<file path="src/sv/ssp_pkg.sv">
// Shared types, codes and helper functions of the sequence event stream parser.
package ssp_pkg;

	// Status bytes of the stream
	localparam logic [7:0] ST_DELTA   = 8'h88;
	localparam logic [7:0] ST_NOTE    = 8'h90;
	localparam logic [7:0] ST_NOTE_V  = 8'h98;
	localparam logic [7:0] ST_POLY    = 8'hA0;
	localparam logic [7:0] ST_BAR     = 8'hA8;
	localparam logic [7:0] ST_CTRL    = 8'hB0;
	localparam logic [7:0] ST_PROG    = 8'hC0;
	localparam logic [7:0] ST_CPRES   = 8'hD0;
	localparam logic [7:0] ST_BEND    = 8'hE0;
	localparam logic [7:0] ST_TRKSEL  = 8'hE8;
	localparam logic [7:0] ST_PAYLOAD = 8'hF0;
	localparam logic [7:0] ST_PREFIX  = 8'hFF;

	// Event kinds on the result channel
	localparam logic [3:0] KIND_TIMESIG = 4'd0;
	localparam logic [3:0] KIND_POLY    = 4'd1;
	localparam logic [3:0] KIND_CTRL    = 4'd2;
	localparam logic [3:0] KIND_PROG    = 4'd3;
	localparam logic [3:0] KIND_CPRES   = 4'd4;
	localparam logic [3:0] KIND_BEND    = 4'd5;
	localparam logic [3:0] KIND_MIXER   = 4'd6;
	localparam logic [3:0] KIND_SYSEX   = 4'd7;
	localparam logic [3:0] KIND_NOTE    = 4'd8;

	// Leading bytes that mark a mixer payload
	localparam logic [7:0] MIX_SIG0 = 8'd71;
	localparam logic [7:0] MIX_SIG1 = 8'd0;
	localparam logic [7:0] MIX_SIG2 = 8'd68;
	localparam logic [7:0] MIX_SIG3 = 8'd69;
	localparam logic [2:0] MIX_MIN_LEN = 3'd7;

	localparam logic signed [14:0] BEND_BIAS = 15'sd8192;

	localparam int REC_DEPTH   = 5;
	localparam int HEAD_DEPTH  = 7;
	localparam int QUEUE_DEPTH = 4;
	localparam int QPTR_W      = $clog2(QUEUE_DEPTH);
	localparam int QCNT_W      = $clog2(QUEUE_DEPTH + 1);

	typedef enum logic [3:0] {
		CL_DELTA,
		CL_BAR,
		CL_POLY,
		CL_CTRL,
		CL_PROG,
		CL_CPRES,
		CL_BEND,
		CL_TRKSEL,
		CL_NOTE,
		CL_PAYLOAD,
		CL_PREFIX,
		CL_UNKNOWN
	} rec_class_t;

	typedef enum logic [2:0] {
		PH_STATUS,
		PH_AFTER_FF,
		PH_FIXED,
		PH_SX_TRACK,
		PH_PAYLOAD
	} phase_t;

	typedef struct packed {
		logic [7:0] data;
		logic       last;
		rec_class_t cls;
	} q_item_t;

	typedef struct packed {
		logic              full;
		logic              empty;
		logic [QCNT_W-1:0] count;
	} q_stat_t;

	typedef struct packed {
		logic stopped;
		logic fire;
	} back_stat_t;

	function automatic rec_class_t classify(input logic [7:0] b);
		rec_class_t c;
		case (b)
			ST_DELTA:   c = CL_DELTA;
			ST_NOTE:    c = CL_NOTE;
			ST_NOTE_V:  c = CL_NOTE;
			ST_POLY:    c = CL_POLY;
			ST_BAR:     c = CL_BAR;
			ST_CTRL:    c = CL_CTRL;
			ST_PROG:    c = CL_PROG;
			ST_CPRES:   c = CL_CPRES;
			ST_BEND:    c = CL_BEND;
			ST_TRKSEL:  c = CL_TRKSEL;
			ST_PAYLOAD: c = CL_PAYLOAD;
			ST_PREFIX:  c = CL_PREFIX;
			default:    c = CL_UNKNOWN;
		endcase
		return c;
	endfunction

	// Bytes that follow the status in a fixed-length record
	function automatic logic [2:0] fixed_len(input rec_class_t c);
		logic [2:0] n;
		case (c)
			CL_DELTA:  n = 3'd2;
			CL_BAR:    n = 3'd4;
			CL_POLY:   n = 3'd3;
			CL_CTRL:   n = 3'd3;
			CL_BEND:   n = 3'd3;
			CL_PROG:   n = 3'd2;
			CL_CPRES:  n = 3'd2;
			CL_TRKSEL: n = 3'd1;
			default:   n = 3'd6;
		endcase
		return n;
	endfunction

endpackage

</file>
<file path="src/sv/sequence_event_stream_parser.sv">
// Sequence event stream parser: one byte per cycle in (stalled while the queue is full), decoded events out.
// Throughput: one byte per cycle sustained while the queue has room; a four-entry queue parts input and parser.
// A byte accepted into the queue is parsed when the parser pops it; the event that it
// completes is loaded into the output register and held there until it is taken.
// Reset clears the phase machine, tick, stop flag, queue pointers and output valid;
// the record and payload byte stores are not cleared and need no clearing pass.
module sequence_event_stream_parser
	import ssp_pkg::*;
#(
	parameter int TRACK_COUNT_P = 64
)(
	input  logic               clk,
	input  logic               arst_n,
	input  logic               stream_valid,
	output logic               stream_stall,
	input  logic [7:0]         stream_byte,
	input  logic               stream_end,
	output logic               event_valid,
	input  logic               event_stall,
	output logic [3:0]         event_kind,
	output logic [5:0]         track_index,
	output logic [31:0]        event_tick,
	output logic signed [14:0] first_value,
	output logic [7:0]         second_value,
	output logic [7:0]         third_value,
	output logic [13:0]        note_duration,
	output logic [7:0]         variation_kind
);

	q_stat_t    q_stat;
	q_item_t    push_item;
	q_item_t    pop_item;
	logic       push;
	logic       pop;
	back_stat_t bstat;

	ssp_front u_front (
		.stream_valid (stream_valid),
		.stream_stall (stream_stall),
		.stream_byte  (stream_byte),
		.stream_end   (stream_end),
		.q_stat       (q_stat),
		.push         (push),
		.push_item    (push_item)
	);

	ssp_queue u_queue (
		.clk       (clk),
		.arst_n    (arst_n),
		.push      (push),
		.push_item (push_item),
		.pop       (pop),
		.pop_item  (pop_item),
		.q_stat    (q_stat)
	);

	ssp_back #(
		.TRACK_COUNT_P (TRACK_COUNT_P)
	) u_back (
		.clk            (clk),
		.arst_n         (arst_n),
		.q_stat         (q_stat),
		.pop_item       (pop_item),
		.pop            (pop),
		.event_valid    (event_valid),
		.event_stall    (event_stall),
		.event_kind     (event_kind),
		.track_index    (track_index),
		.event_tick     (event_tick),
		.first_value    (first_value),
		.second_value   (second_value),
		.third_value    (third_value),
		.note_duration  (note_duration),
		.variation_kind (variation_kind),
		.bstat          (bstat)
	);

	a_no_pop_empty: assert property (@(posedge clk) disable iff (!arst_n)
		pop |-> !q_stat.empty)
		else $error("parser took an item from an empty queue");

	a_count_bound: assert property (@(posedge clk) disable iff (!arst_n)
		q_stat.count <= QCNT_W'(QUEUE_DEPTH))
		else $error("queue fill count beyond depth");

	a_stop_sticky: assert property (@(posedge clk) disable iff (!arst_n)
		bstat.stopped |=> bstat.stopped)
		else $error("stop flag cleared without reset");

	a_no_fire_stopped: assert property (@(posedge clk) disable iff (!arst_n)
		bstat.stopped |-> !bstat.fire)
		else $error("event decoded after the stream stopped");

	a_fire_loads: assert property (@(posedge clk) disable iff (!arst_n)
		bstat.fire |=> event_valid)
		else $error("decoded event not presented");

endmodule

</file>
<file path="src/sv/ssp_front.sv">
// Input side: takes stream bytes, tags each with its record class and pushes it on the queue.
module ssp_front
	import ssp_pkg::*;
(
	input  logic       stream_valid,
	output logic       stream_stall,
	input  logic [7:0] stream_byte,
	input  logic       stream_end,
	input  q_stat_t    q_stat,
	output logic       push,
	output q_item_t    push_item
);

	assign stream_stall = q_stat.full;
	assign push         = stream_valid && !q_stat.full;

	always_comb begin
		push_item.data = stream_byte;
		push_item.last = stream_end;
		push_item.cls  = classify(stream_byte);
	end

endmodule

</file>
<file path="src/sv/ssp_queue.sv">
// Short queue of classified items between the input side and the parser.
module ssp_queue
	import ssp_pkg::*;
(
	input  logic    clk,
	input  logic    arst_n,
	input  logic    push,
	input  q_item_t push_item,
	input  logic    pop,
	output q_item_t pop_item,
	output q_stat_t q_stat
);

	q_item_t           mem_q [QUEUE_DEPTH];
	logic [QPTR_W-1:0] wr_ptr_q;
	logic [QPTR_W-1:0] rd_ptr_q;
	logic [QCNT_W-1:0] count_q;

	always_ff @(posedge clk or negedge arst_n) begin
		if (!arst_n) begin
			wr_ptr_q <= '0;
			rd_ptr_q <= '0;
			count_q  <= '0;
		end else begin
			if (push)
				wr_ptr_q <= (wr_ptr_q == QPTR_W'(QUEUE_DEPTH - 1)) ? '0 : wr_ptr_q + 1'b1;
			if (pop)
				rd_ptr_q <= (rd_ptr_q == QPTR_W'(QUEUE_DEPTH - 1)) ? '0 : rd_ptr_q + 1'b1;
			if (push && !pop)
				count_q <= count_q + 1'b1;
			else if (pop && !push)
				count_q <= count_q - 1'b1;
		end
	end

	always_ff @(posedge clk) begin
		if (push)
			mem_q[wr_ptr_q] <= push_item;
	end

	assign pop_item     = mem_q[rd_ptr_q];
	assign q_stat.full  = (count_q == QCNT_W'(QUEUE_DEPTH));
	assign q_stat.empty = (count_q == '0);
	assign q_stat.count = count_q;

endmodule

</file>
<file path="src/sv/ssp_back.sv">
// Parser: runs the record phase machine, keeps the tick and registers decoded events.
module ssp_back
	import ssp_pkg::*;
#(
	parameter int TRACK_COUNT_P = 64
)(
	input  logic               clk,
	input  logic               arst_n,
	input  q_stat_t            q_stat,
	input  q_item_t            pop_item,
	output logic               pop,
	output logic               event_valid,
	input  logic               event_stall,
	output logic [3:0]         event_kind,
	output logic [5:0]         track_index,
	output logic [31:0]        event_tick,
	output logic signed [14:0] first_value,
	output logic [7:0]         second_value,
	output logic [7:0]         third_value,
	output logic [13:0]        note_duration,
	output logic [7:0]         variation_kind,
	output back_stat_t         bstat
);

	localparam logic [8:0] TRACK_MAX = 9'(TRACK_COUNT_P - 1);

	function automatic logic [5:0] track_of(input logic [7:0] raw);
		logic [8:0] t;
		t = (raw == 8'd0) ? 9'd0 : {1'b0, raw} - 9'd1;
		if (t > TRACK_MAX)
			t = TRACK_MAX;
		return t[5:0];
	endfunction

	phase_t     phase_q, phase_d;
	rec_class_t cls_q, cls_d;
	logic [2:0] cnt_q, cnt_d;
	logic [31:0] tick_q, tick_d;
	logic       stop_q, stop_d;

	logic [7:0] rec_q  [REC_DEPTH];
	logic [7:0] head_q [HEAD_DEPTH];
	logic [7:0] head_v [HEAD_DEPTH];

	logic       rec_we, head_we;
	logic [2:0] rec_idx, head_idx;
	logic [2:0] pcnt_v;
	logic       fire, fire_payload;

	logic       ts_start, ts_stop;
	phase_t     ts_phase;

	logic [3:0]         ev_kind;
	logic [5:0]         ev_track;
	logic signed [14:0] ev_first;
	logic [7:0]         ev_second, ev_third, ev_var;
	logic [13:0]        ev_dur;
	logic [13:0]        bar_num;

	logic               out_valid_q;
	logic [3:0]         kind_q;
	logic [5:0]         track_q;
	logic [31:0]        tick_out_q;
	logic signed [14:0] first_q;
	logic [7:0]         second_q, third_q, var_q;
	logic [13:0]        dur_q;

	q_item_t it;
	assign it = pop_item;

	// Take the next item whenever the output register is free or draining
	assign pop = !q_stat.empty && (!out_valid_q || !event_stall);

	// What a byte does when it sits where a status is expected
	always_comb begin
		ts_start = 1'b0;
		ts_stop  = 1'b0;
		ts_phase = PH_STATUS;
		case (it.cls)
			CL_PREFIX:  ts_phase = PH_AFTER_FF;
			CL_UNKNOWN: ts_stop  = 1'b1;
			CL_PAYLOAD: begin
				ts_start = 1'b1;
				ts_phase = PH_SX_TRACK;
			end
			default: begin
				ts_start = 1'b1;
				ts_phase = PH_FIXED;
			end
		endcase
	end

	assign bar_num = {rec_q[1][6:0], rec_q[0][6:0]};

	always_comb begin
		phase_d      = phase_q;
		cls_d        = cls_q;
		cnt_d        = cnt_q;
		tick_d       = tick_q;
		stop_d       = stop_q;
		rec_we       = 1'b0;
		rec_idx      = cnt_q;
		head_we      = 1'b0;
		head_idx     = cnt_q;
		pcnt_v       = cnt_q;
		fire         = 1'b0;
		fire_payload = 1'b0;
		ev_kind      = KIND_TIMESIG;
		ev_track     = '0;
		ev_first     = '0;
		ev_second    = '0;
		ev_third     = '0;
		ev_dur       = '0;
		ev_var       = '0;

		if (pop && !stop_q) begin
			case (phase_q)
				PH_STATUS: begin
					phase_d = ts_phase;
					stop_d  = ts_stop;
					if (ts_start) begin
						cls_d = it.cls;
						cnt_d = '0;
					end
				end
				PH_AFTER_FF: begin
					if (ts_start) begin
						phase_d = ts_phase;
						cls_d   = it.cls;
						cnt_d   = '0;
					end else begin
						stop_d = 1'b1;
					end
				end
				PH_FIXED: begin
					if (4'(cnt_q) + 4'd1 < 4'(fixed_len(cls_q))) begin
						rec_we = (cnt_q < 3'(REC_DEPTH));
						cnt_d  = cnt_q + 3'd1;
					end else begin
						phase_d  = PH_STATUS;
						ev_track = track_of(rec_q[0]);
						case (cls_q)
							CL_DELTA: tick_d = tick_q + {16'd0, it.data, rec_q[0]};
							CL_BAR: begin
								fire      = 1'b1;
								ev_kind   = KIND_TIMESIG;
								ev_track  = '0;
								// bar index floors at zero
								ev_first  = (bar_num == 14'd0) ? '0 :
									$signed({1'b0, bar_num - 14'd1});
								ev_second = rec_q[2];
								ev_third  = it.data;
							end
							CL_POLY: begin
								fire      = 1'b1;
								ev_kind   = KIND_POLY;
								ev_first  = $signed({7'd0, rec_q[1]});
								ev_second = it.data;
							end
							CL_CTRL: begin
								fire      = 1'b1;
								ev_kind   = KIND_CTRL;
								ev_first  = $signed({7'd0, rec_q[1]});
								ev_second = it.data;
							end
							CL_PROG: begin
								fire     = 1'b1;
								ev_kind  = KIND_PROG;
								ev_first = $signed({7'd0, it.data});
							end
							CL_CPRES: begin
								fire     = 1'b1;
								ev_kind  = KIND_CPRES;
								ev_first = $signed({7'd0, it.data});
							end
							CL_BEND: begin
								fire     = 1'b1;
								ev_kind  = KIND_BEND;
								ev_first = $signed({1'b0, it.data[6:0], rec_q[1][6:0]}) - BEND_BIAS;
							end
							CL_TRKSEL: fire = 1'b0;
							default: begin
								fire      = 1'b1;
								ev_kind   = KIND_NOTE;
								ev_first  = $signed({7'd0, rec_q[1]});
								ev_second = rec_q[2];
								ev_third  = rec_q[3];
								ev_dur    = {it.data[6:0], rec_q[4][6:0]};
								// both note statuses code the variation as zero
								ev_var    = '0;
							end
						endcase
					end
				end
				PH_SX_TRACK: begin
					rec_we  = 1'b1;
					rec_idx = '0;
					cnt_d   = '0;
					phase_d = PH_PAYLOAD;
				end
				PH_PAYLOAD: begin
					if (it.data[7]) begin
						fire_payload = 1'b1;
						if (cnt_q == '0) begin
							// a high first byte is the whole payload
							head_we  = 1'b1;
							head_idx = '0;
							pcnt_v   = 3'd1;
							cnt_d    = 3'd1;
							phase_d  = PH_STATUS;
						end else begin
							phase_d = ts_phase;
							stop_d  = ts_stop;
							if (ts_start) begin
								cls_d = it.cls;
								cnt_d = '0;
							end
						end
					end else begin
						if (cnt_q < 3'(HEAD_DEPTH)) begin
							head_we = 1'b1;
							cnt_d   = cnt_q + 3'd1;
							pcnt_v  = cnt_q + 3'd1;
						end
						fire_payload = it.last;
					end
				end
				default: phase_d = PH_STATUS;
			endcase
			if (it.last)
				stop_d = 1'b1;
		end

		for (int i = 0; i < HEAD_DEPTH; i++)
			head_v[i] = (head_we && head_idx == 3'(i)) ? it.data : head_q[i];

		if (fire_payload && pcnt_v != '0) begin
			fire     = 1'b1;
			ev_track = track_of(rec_q[0]);
			if (pcnt_v >= MIX_MIN_LEN && head_v[0] == MIX_SIG0 && head_v[1] == MIX_SIG1
					&& head_v[2] == MIX_SIG2 && head_v[3] == MIX_SIG3) begin
				ev_kind   = KIND_MIXER;
				ev_first  = $signed({7'd0, head_v[4]}) - 15'sd1;
				ev_second = head_v[5];
				ev_third  = head_v[6];
			end else begin
				ev_kind   = KIND_SYSEX;
				ev_first  = $signed({7'd0, head_v[0]});
				ev_second = (pcnt_v > 3'd1) ? head_v[1] : 8'd0;
			end
		end
	end

	always_ff @(posedge clk or negedge arst_n) begin
		if (!arst_n) begin
			phase_q     <= PH_STATUS;
			cls_q       <= CL_UNKNOWN;
			cnt_q       <= '0;
			tick_q      <= '0;
			stop_q      <= 1'b0;
			out_valid_q <= 1'b0;
		end else begin
			phase_q <= phase_d;
			cls_q   <= cls_d;
			cnt_q   <= cnt_d;
			tick_q  <= tick_d;
			stop_q  <= stop_d;
			if (fire)
				out_valid_q <= 1'b1;
			else if (!event_stall)
				out_valid_q <= 1'b0;
		end
	end

	always_ff @(posedge clk) begin
		if (rec_we)
			rec_q[rec_idx] <= it.data;
		if (head_we)
			head_q[head_idx] <= it.data;
		if (fire) begin
			kind_q     <= ev_kind;
			track_q    <= ev_track;
			tick_out_q <= tick_q;
			first_q    <= ev_first;
			second_q   <= ev_second;
			third_q    <= ev_third;
			dur_q      <= ev_dur;
			var_q      <= ev_var;
		end
	end

	assign event_valid    = out_valid_q;
	assign event_kind     = kind_q;
	assign track_index    = track_q;
	assign event_tick     = tick_out_q;
	assign first_value    = first_q;
	assign second_value   = second_q;
	assign third_value    = third_q;
	assign note_duration  = dur_q;
	assign variation_kind = var_q;

	assign bstat.stopped = stop_q;
	assign bstat.fire    = fire;

endmodule
</file>
<file path="config.mk">
export PLATFORM = sky130hd
export DESIGN_NAME = sequence_event_stream_parser
export DESIGN_NICKNAME = d
export VERILOG_FILES = /design/src/sv/ssp_pkg.sv /design/src/sv/sequence_event_stream_parser.sv /design/src/sv/ssp_front.sv /design/src/sv/ssp_queue.sv /design/src/sv/ssp_back.sv
export SDC_FILE = /design/constraint.sdc
export NUM_CORES = 1
export LEC_CHECK = 0
export ABC_AREA = 1
export BUFFER_PORTS_ARGS = -buffer_cell sky130_fd_sc_hd__clkbuf_2
export CELL_PAD_IN_SITES_DETAIL_PLACEMENT = 2
export CELL_PAD_IN_SITES_GLOBAL_PLACEMENT = 2
export CORE_MARGIN = 5
export CORE_UTILIZATION = 40
export CTS_BUF_LIST = sky130_fd_sc_hd__clkbuf_8
export DETAILED_ROUTE_END_ITERATION = 10
export PLACE_DENSITY = 0.82
export RECOVER_POWER = 100
export SKIP_LAST_GASP = 1
export SLEW_MARGIN = 30
export SYNTH_ARGS = -nofsm -noshare
export SYNTH_HDL_FRONTEND = slang
export SYNTH_SLANG_ARGS = --single-unit
</file>
<file path="constraint.sdc">
create_clock -name clk -period 6.4 [get_ports clk]
set_clock_uncertainty 0.05 [all_clocks]
set_input_delay 0.32 -clock clk [delete_from_list [all_inputs] [get_ports clk]]
set_output_delay 0.32 -clock clk [all_outputs]
set_load 0.05 [all_outputs]
</file>
==> results.sh <==
export IMPL_grt_antenna_before_repair=0
export IMPL_remaining_drc_errors=0
export IMPL_cap_violations=1
export IMPL_syn_to_final_growth_pct=12.16
export IMPL_path_depth=14
export IMPL_path_class="flop to flop"
export IMPL_yosysSeqAreaShare_pct=59.77
export IMPL_r2r_start="u_back.cls_q[3]"
export IMPL_path_buf_inv=3
export IMPL_stdcell_count=2024
export IMPL_min_period_over_period_pct=89.26
export IMPL_critPathLaunch="u_back.cls_q[3]"
export IMPL_hold_class="input port to flop"
export IMPL_drtIter0Drc=696
export IMPL_cts_tree="built"
export IMPL_synth_edf_count=234
export IMPL_vias_per_cell=5.508
export IMPL_final_hold_viol_count=0
export IMPL_vias=11150
export IMPL_maxSlewViolCount=52
export IMPL_clk_path_buf_depth=3
export IMPL_drt_wirelength_per_cell_um=23.55
export IMPL_netlist_cell_type_count=56
export IMPL_worstRegToRegCells=14
export IMPL_critPathMaxStageDelay_ns=1.13
export IMPL_die_area_um2=38570
export IMPL_final_nets=1576
export IMPL_worstMarginPinSlew_ns=3.055
export IMPL_critPathLaunchType="flop"
export IMPL_routed_wl_um=47670
export IMPL_cts_setup_buffers=0
export IMPL_p_leak_nw=6.215
export IMPL_critPathRequiredTime_ns=6.53
export IMPL_io_buffer_count=101
export IMPL_gp_congestion=0.8586
export IMPL_path_cells="nor2_1 -> nand2_1 -> clkbuf_1 -> o21ai_0 -> ha_1 -> o21a_1 -> o21ai_0 -> nand3b_1 -> nand2_1 -> nor2_1 -> buf_4 -> o211ai_1 -> nand2_4 -> clkbuf_2"
export IMPL_power_density_nw_per_um2=324.0
export IMPL_regToRegSetupSlack_ns=0.69
export IMPL_drtPass1Iterations=7
export IMPL_clkTransAtPathRegs_ns=0.06
export IMPL_clkSinkCount=285
export IMPL_core_area_um2=34460
export IMPL_placed_area_um2=14860
export IMPL_grt_pass1_vias=12420
export IMPL_dp_cells=1929
export IMPL_yosys_register_bits=285
export IMPL_cp_max_fo=55
export IMPL_final_layout_size_suffix_gt1_share_pct=6.565
export IMPL_worst_hold_slack_ns=0.07003
export IMPL_antenna_cells=0
export IMPL_fmax_ghz=0.1750
export IMPL_crit_arrival_ns=5.84
export IMPL_avgSynthCellArea_um2=9.955
export IMPL_grt_ovfl_total=0
export IMPL_io_pins=110
export IMPL_yosys_most_used_dff="edfxtp_1"
export IMPL_irDropWorstVdd_v=0.0001827
export IMPL_netlist_instances=1396
export IMPL_final_setup_tns_ns=0
export IMPL_rsz0062_at_grt="false"
export IMPL_die_w_um=196.4
export IMPL_detailed_place_hpwl_um=33200
export IMPL_violations="capacitance limit, slew limit"
export IMPL_htreeDepth=2
export IMPL_clkLatencyLatePin_ns=0.58
export IMPL_r2r_end="u_back.second_value[7]"
export IMPL_antenna_left=0
export IMPL_rows=68
export IMPL_grt_max_degree=56
export IMPL_power_total_mw=5.050
export IMPL_crit_end="u_back.second_value[7]"
export IMPL_fin_crit_ns=5.713
export IMPL_syn_area_um2=13900
export IMPL_cts_buffers=49
export IMPL_initial_utilization_pct=40.33
export IMPL_grt_pass1_wl_um=73100
export IMPL_worst_setup_path_end_kind="flop"
export IMPL_die_y_um=196.4
export IMPL_yosys_warnings=0
export IMPL_relSlewSlack_pct=-103.6
export IMPL_async_reset_ff_share_pct=17.89
export IMPL_cts_root_buf="clkbuf_8"
export IMPL_cp_top_family="buffers and inverters"
export IMPL_status="complete, but fails checks"
export IMPL_final_design_area_no_fill_um2=15590
export IMPL_cpMaxStageDelayCell="clkbuf_2"
export IMPL_setup_viol_count_final=0
export IMPL_grt_usage_pct=24.27
## kinds of logic after synthesis
group                    synth area share [%]
other                                 0.02698
AO/OA/AOI/OAI                           7.338
buffers and inverters                   5.897
AND/OR/NAND/NOR                         21.09
adder cells (fa/ha/maj)                 2.899
multiplexers                          0.08102
XOR/XNOR                                2.899
flip-flops                              59.77
## layout by cell type, fill, tap and decap left out, drive strengths merged, types with 3 or more instances in the layout
master,instances
edfxtp,234
dfrtp,48
o21ai,96
ha,29
a21oi,41
o22ai,15
clkbuf,167
nand3b,4
nor4,9
conb,8
nand3,109
nor2,150
dlygate4sd3,7
nor3,22
or2,3
xor2,29
buf,3
clkinv,12
nand4,26
xnor2,17
o211ai,3
nand2,330
inv,169
dfstp,3
a22oi,7
a31oi,5
## sequential cells by signal (all words and copies together) (netlist names), 14 cells and up
| name | flops |
|---|---|
| u_back.rec_q | 39 |
| u_queue.mem_q | 52 |
| u_back.head_q | 56 |
| u_back.tick_q | 32 |
| u_back.note_duration | 14 |
| u_back.event_tick | 32 |
| u_back.first_value | 15 |
## worst min-delay path by stage
| stage | end | slack, ns | depth (start not counted) | start |
|---|---|---|---|---|
| detailed placement | u_back.event_tick[30] | 0.40 | 0 | u_back.tick_q[30] |
| finish | u_back.event_valid | 0.07 | 3 | event_stall |
| CTS | u_queue.mem_q[2][8] | 0.01 | 1 | stream_byte[3] |
| floorplan | u_back.cls_q[2] | -0.03 | 0 | arst_n |
| global placement | u_back.event_tick[26] | 0.38 | 0 | u_back.tick_q[26] |
| global route | u_back.event_valid | 0.07 | 3 | event_stall |
## report_power, final
group          leakage (nW)  internal [mW]  total, mW  switching, mW
clock                 0.535          0.783       1.55          0.765
sequential             2.66           2.24       2.32         0.0765
combinational          3.02          0.225       1.19          0.962
## worst reg2reg max path: stages, from the launching register on
cell and delay [ns]:
dfstp_1 0.90, nor2_1 0.18, nand2_1 0.13, clkbuf_1 0.56, o21ai_0 0.24, ha_1 0.35, o21a_1 0.11, o21ai_0 0.09
nand3b_1 0.15, nand2_1 0.20, nor2_1 0.16, buf_4 0.30, o211ai_1 0.22, nand2_4 0.44, clkbuf_2 1.17
## cell usage after synthesis, drive strengths merged (2+ instances only)
cell type	number	area [um^2]
a21boi	2	15.01
a21oi	41	212.7
a22oi	7	52.55
a31oi	5	31.28
buf	27	188.9
clkbuf	17	63.81
dfrtp	48	1201
dfstp	3	78.83
edfxtp	234	7027
fa	2	40.04
ha	29	362.9
inv	149	561.8
nand2	330	1299
nand3	109	613.1
nand3b	4	30.03
nand4	26	162.7
nor2	150	619.3
nor3	22	110.1
nor3b	2	15.01
nor4	9	56.30
o211ai	3	22.52
o21ai	96	484.2
o21bai	2	15.01
o22ai	15	93.84
o32ai	2	17.52
or2	3	18.77
xnor2	17	148.9
xor2	29	254.0
## layer usage
metal  global-route usage (%)  vias to the layer above  part of all wire, %
li1                         -                     5018                    -
met1                    30.62                     5666                   41
met2                    42.55                      341                   50
met3                    3.197                      124                  5.0
met4                    9.542                        0                  4.1
met5                        0                        -                    0
## metrics by stage
step	setup slack [ns]	util, %
2_1_floorplan	1.767	-
3_3_place_gp	1.473	43.12
3_5_place_dp	1.190	43.12
4_1_cts	1.128	45.92
5_1_grt	0.4294	45.24
6_report	0.6872	45.24
## layout make-up
class,count,area [um^2]
Fill cell,3749,18870
Sequential cell,285,8307
Multi-Input combinational cell,924,4732
Clock buffer,55,757.0
Tap cell,455,569.3
Inverter,150,566.8
Timing Repair Buffer,122,518.0
Clock inverter,33,137.6
## repair_timing
| action | CTS | global route |
|---|---|---|
| endpoints found under the hold margin | 72 | 0 |
| resized for setup | 0 | 0 |
| hold buffers | 7 | 0 |
Note: power is estimated with default switching activity, not from simulation.
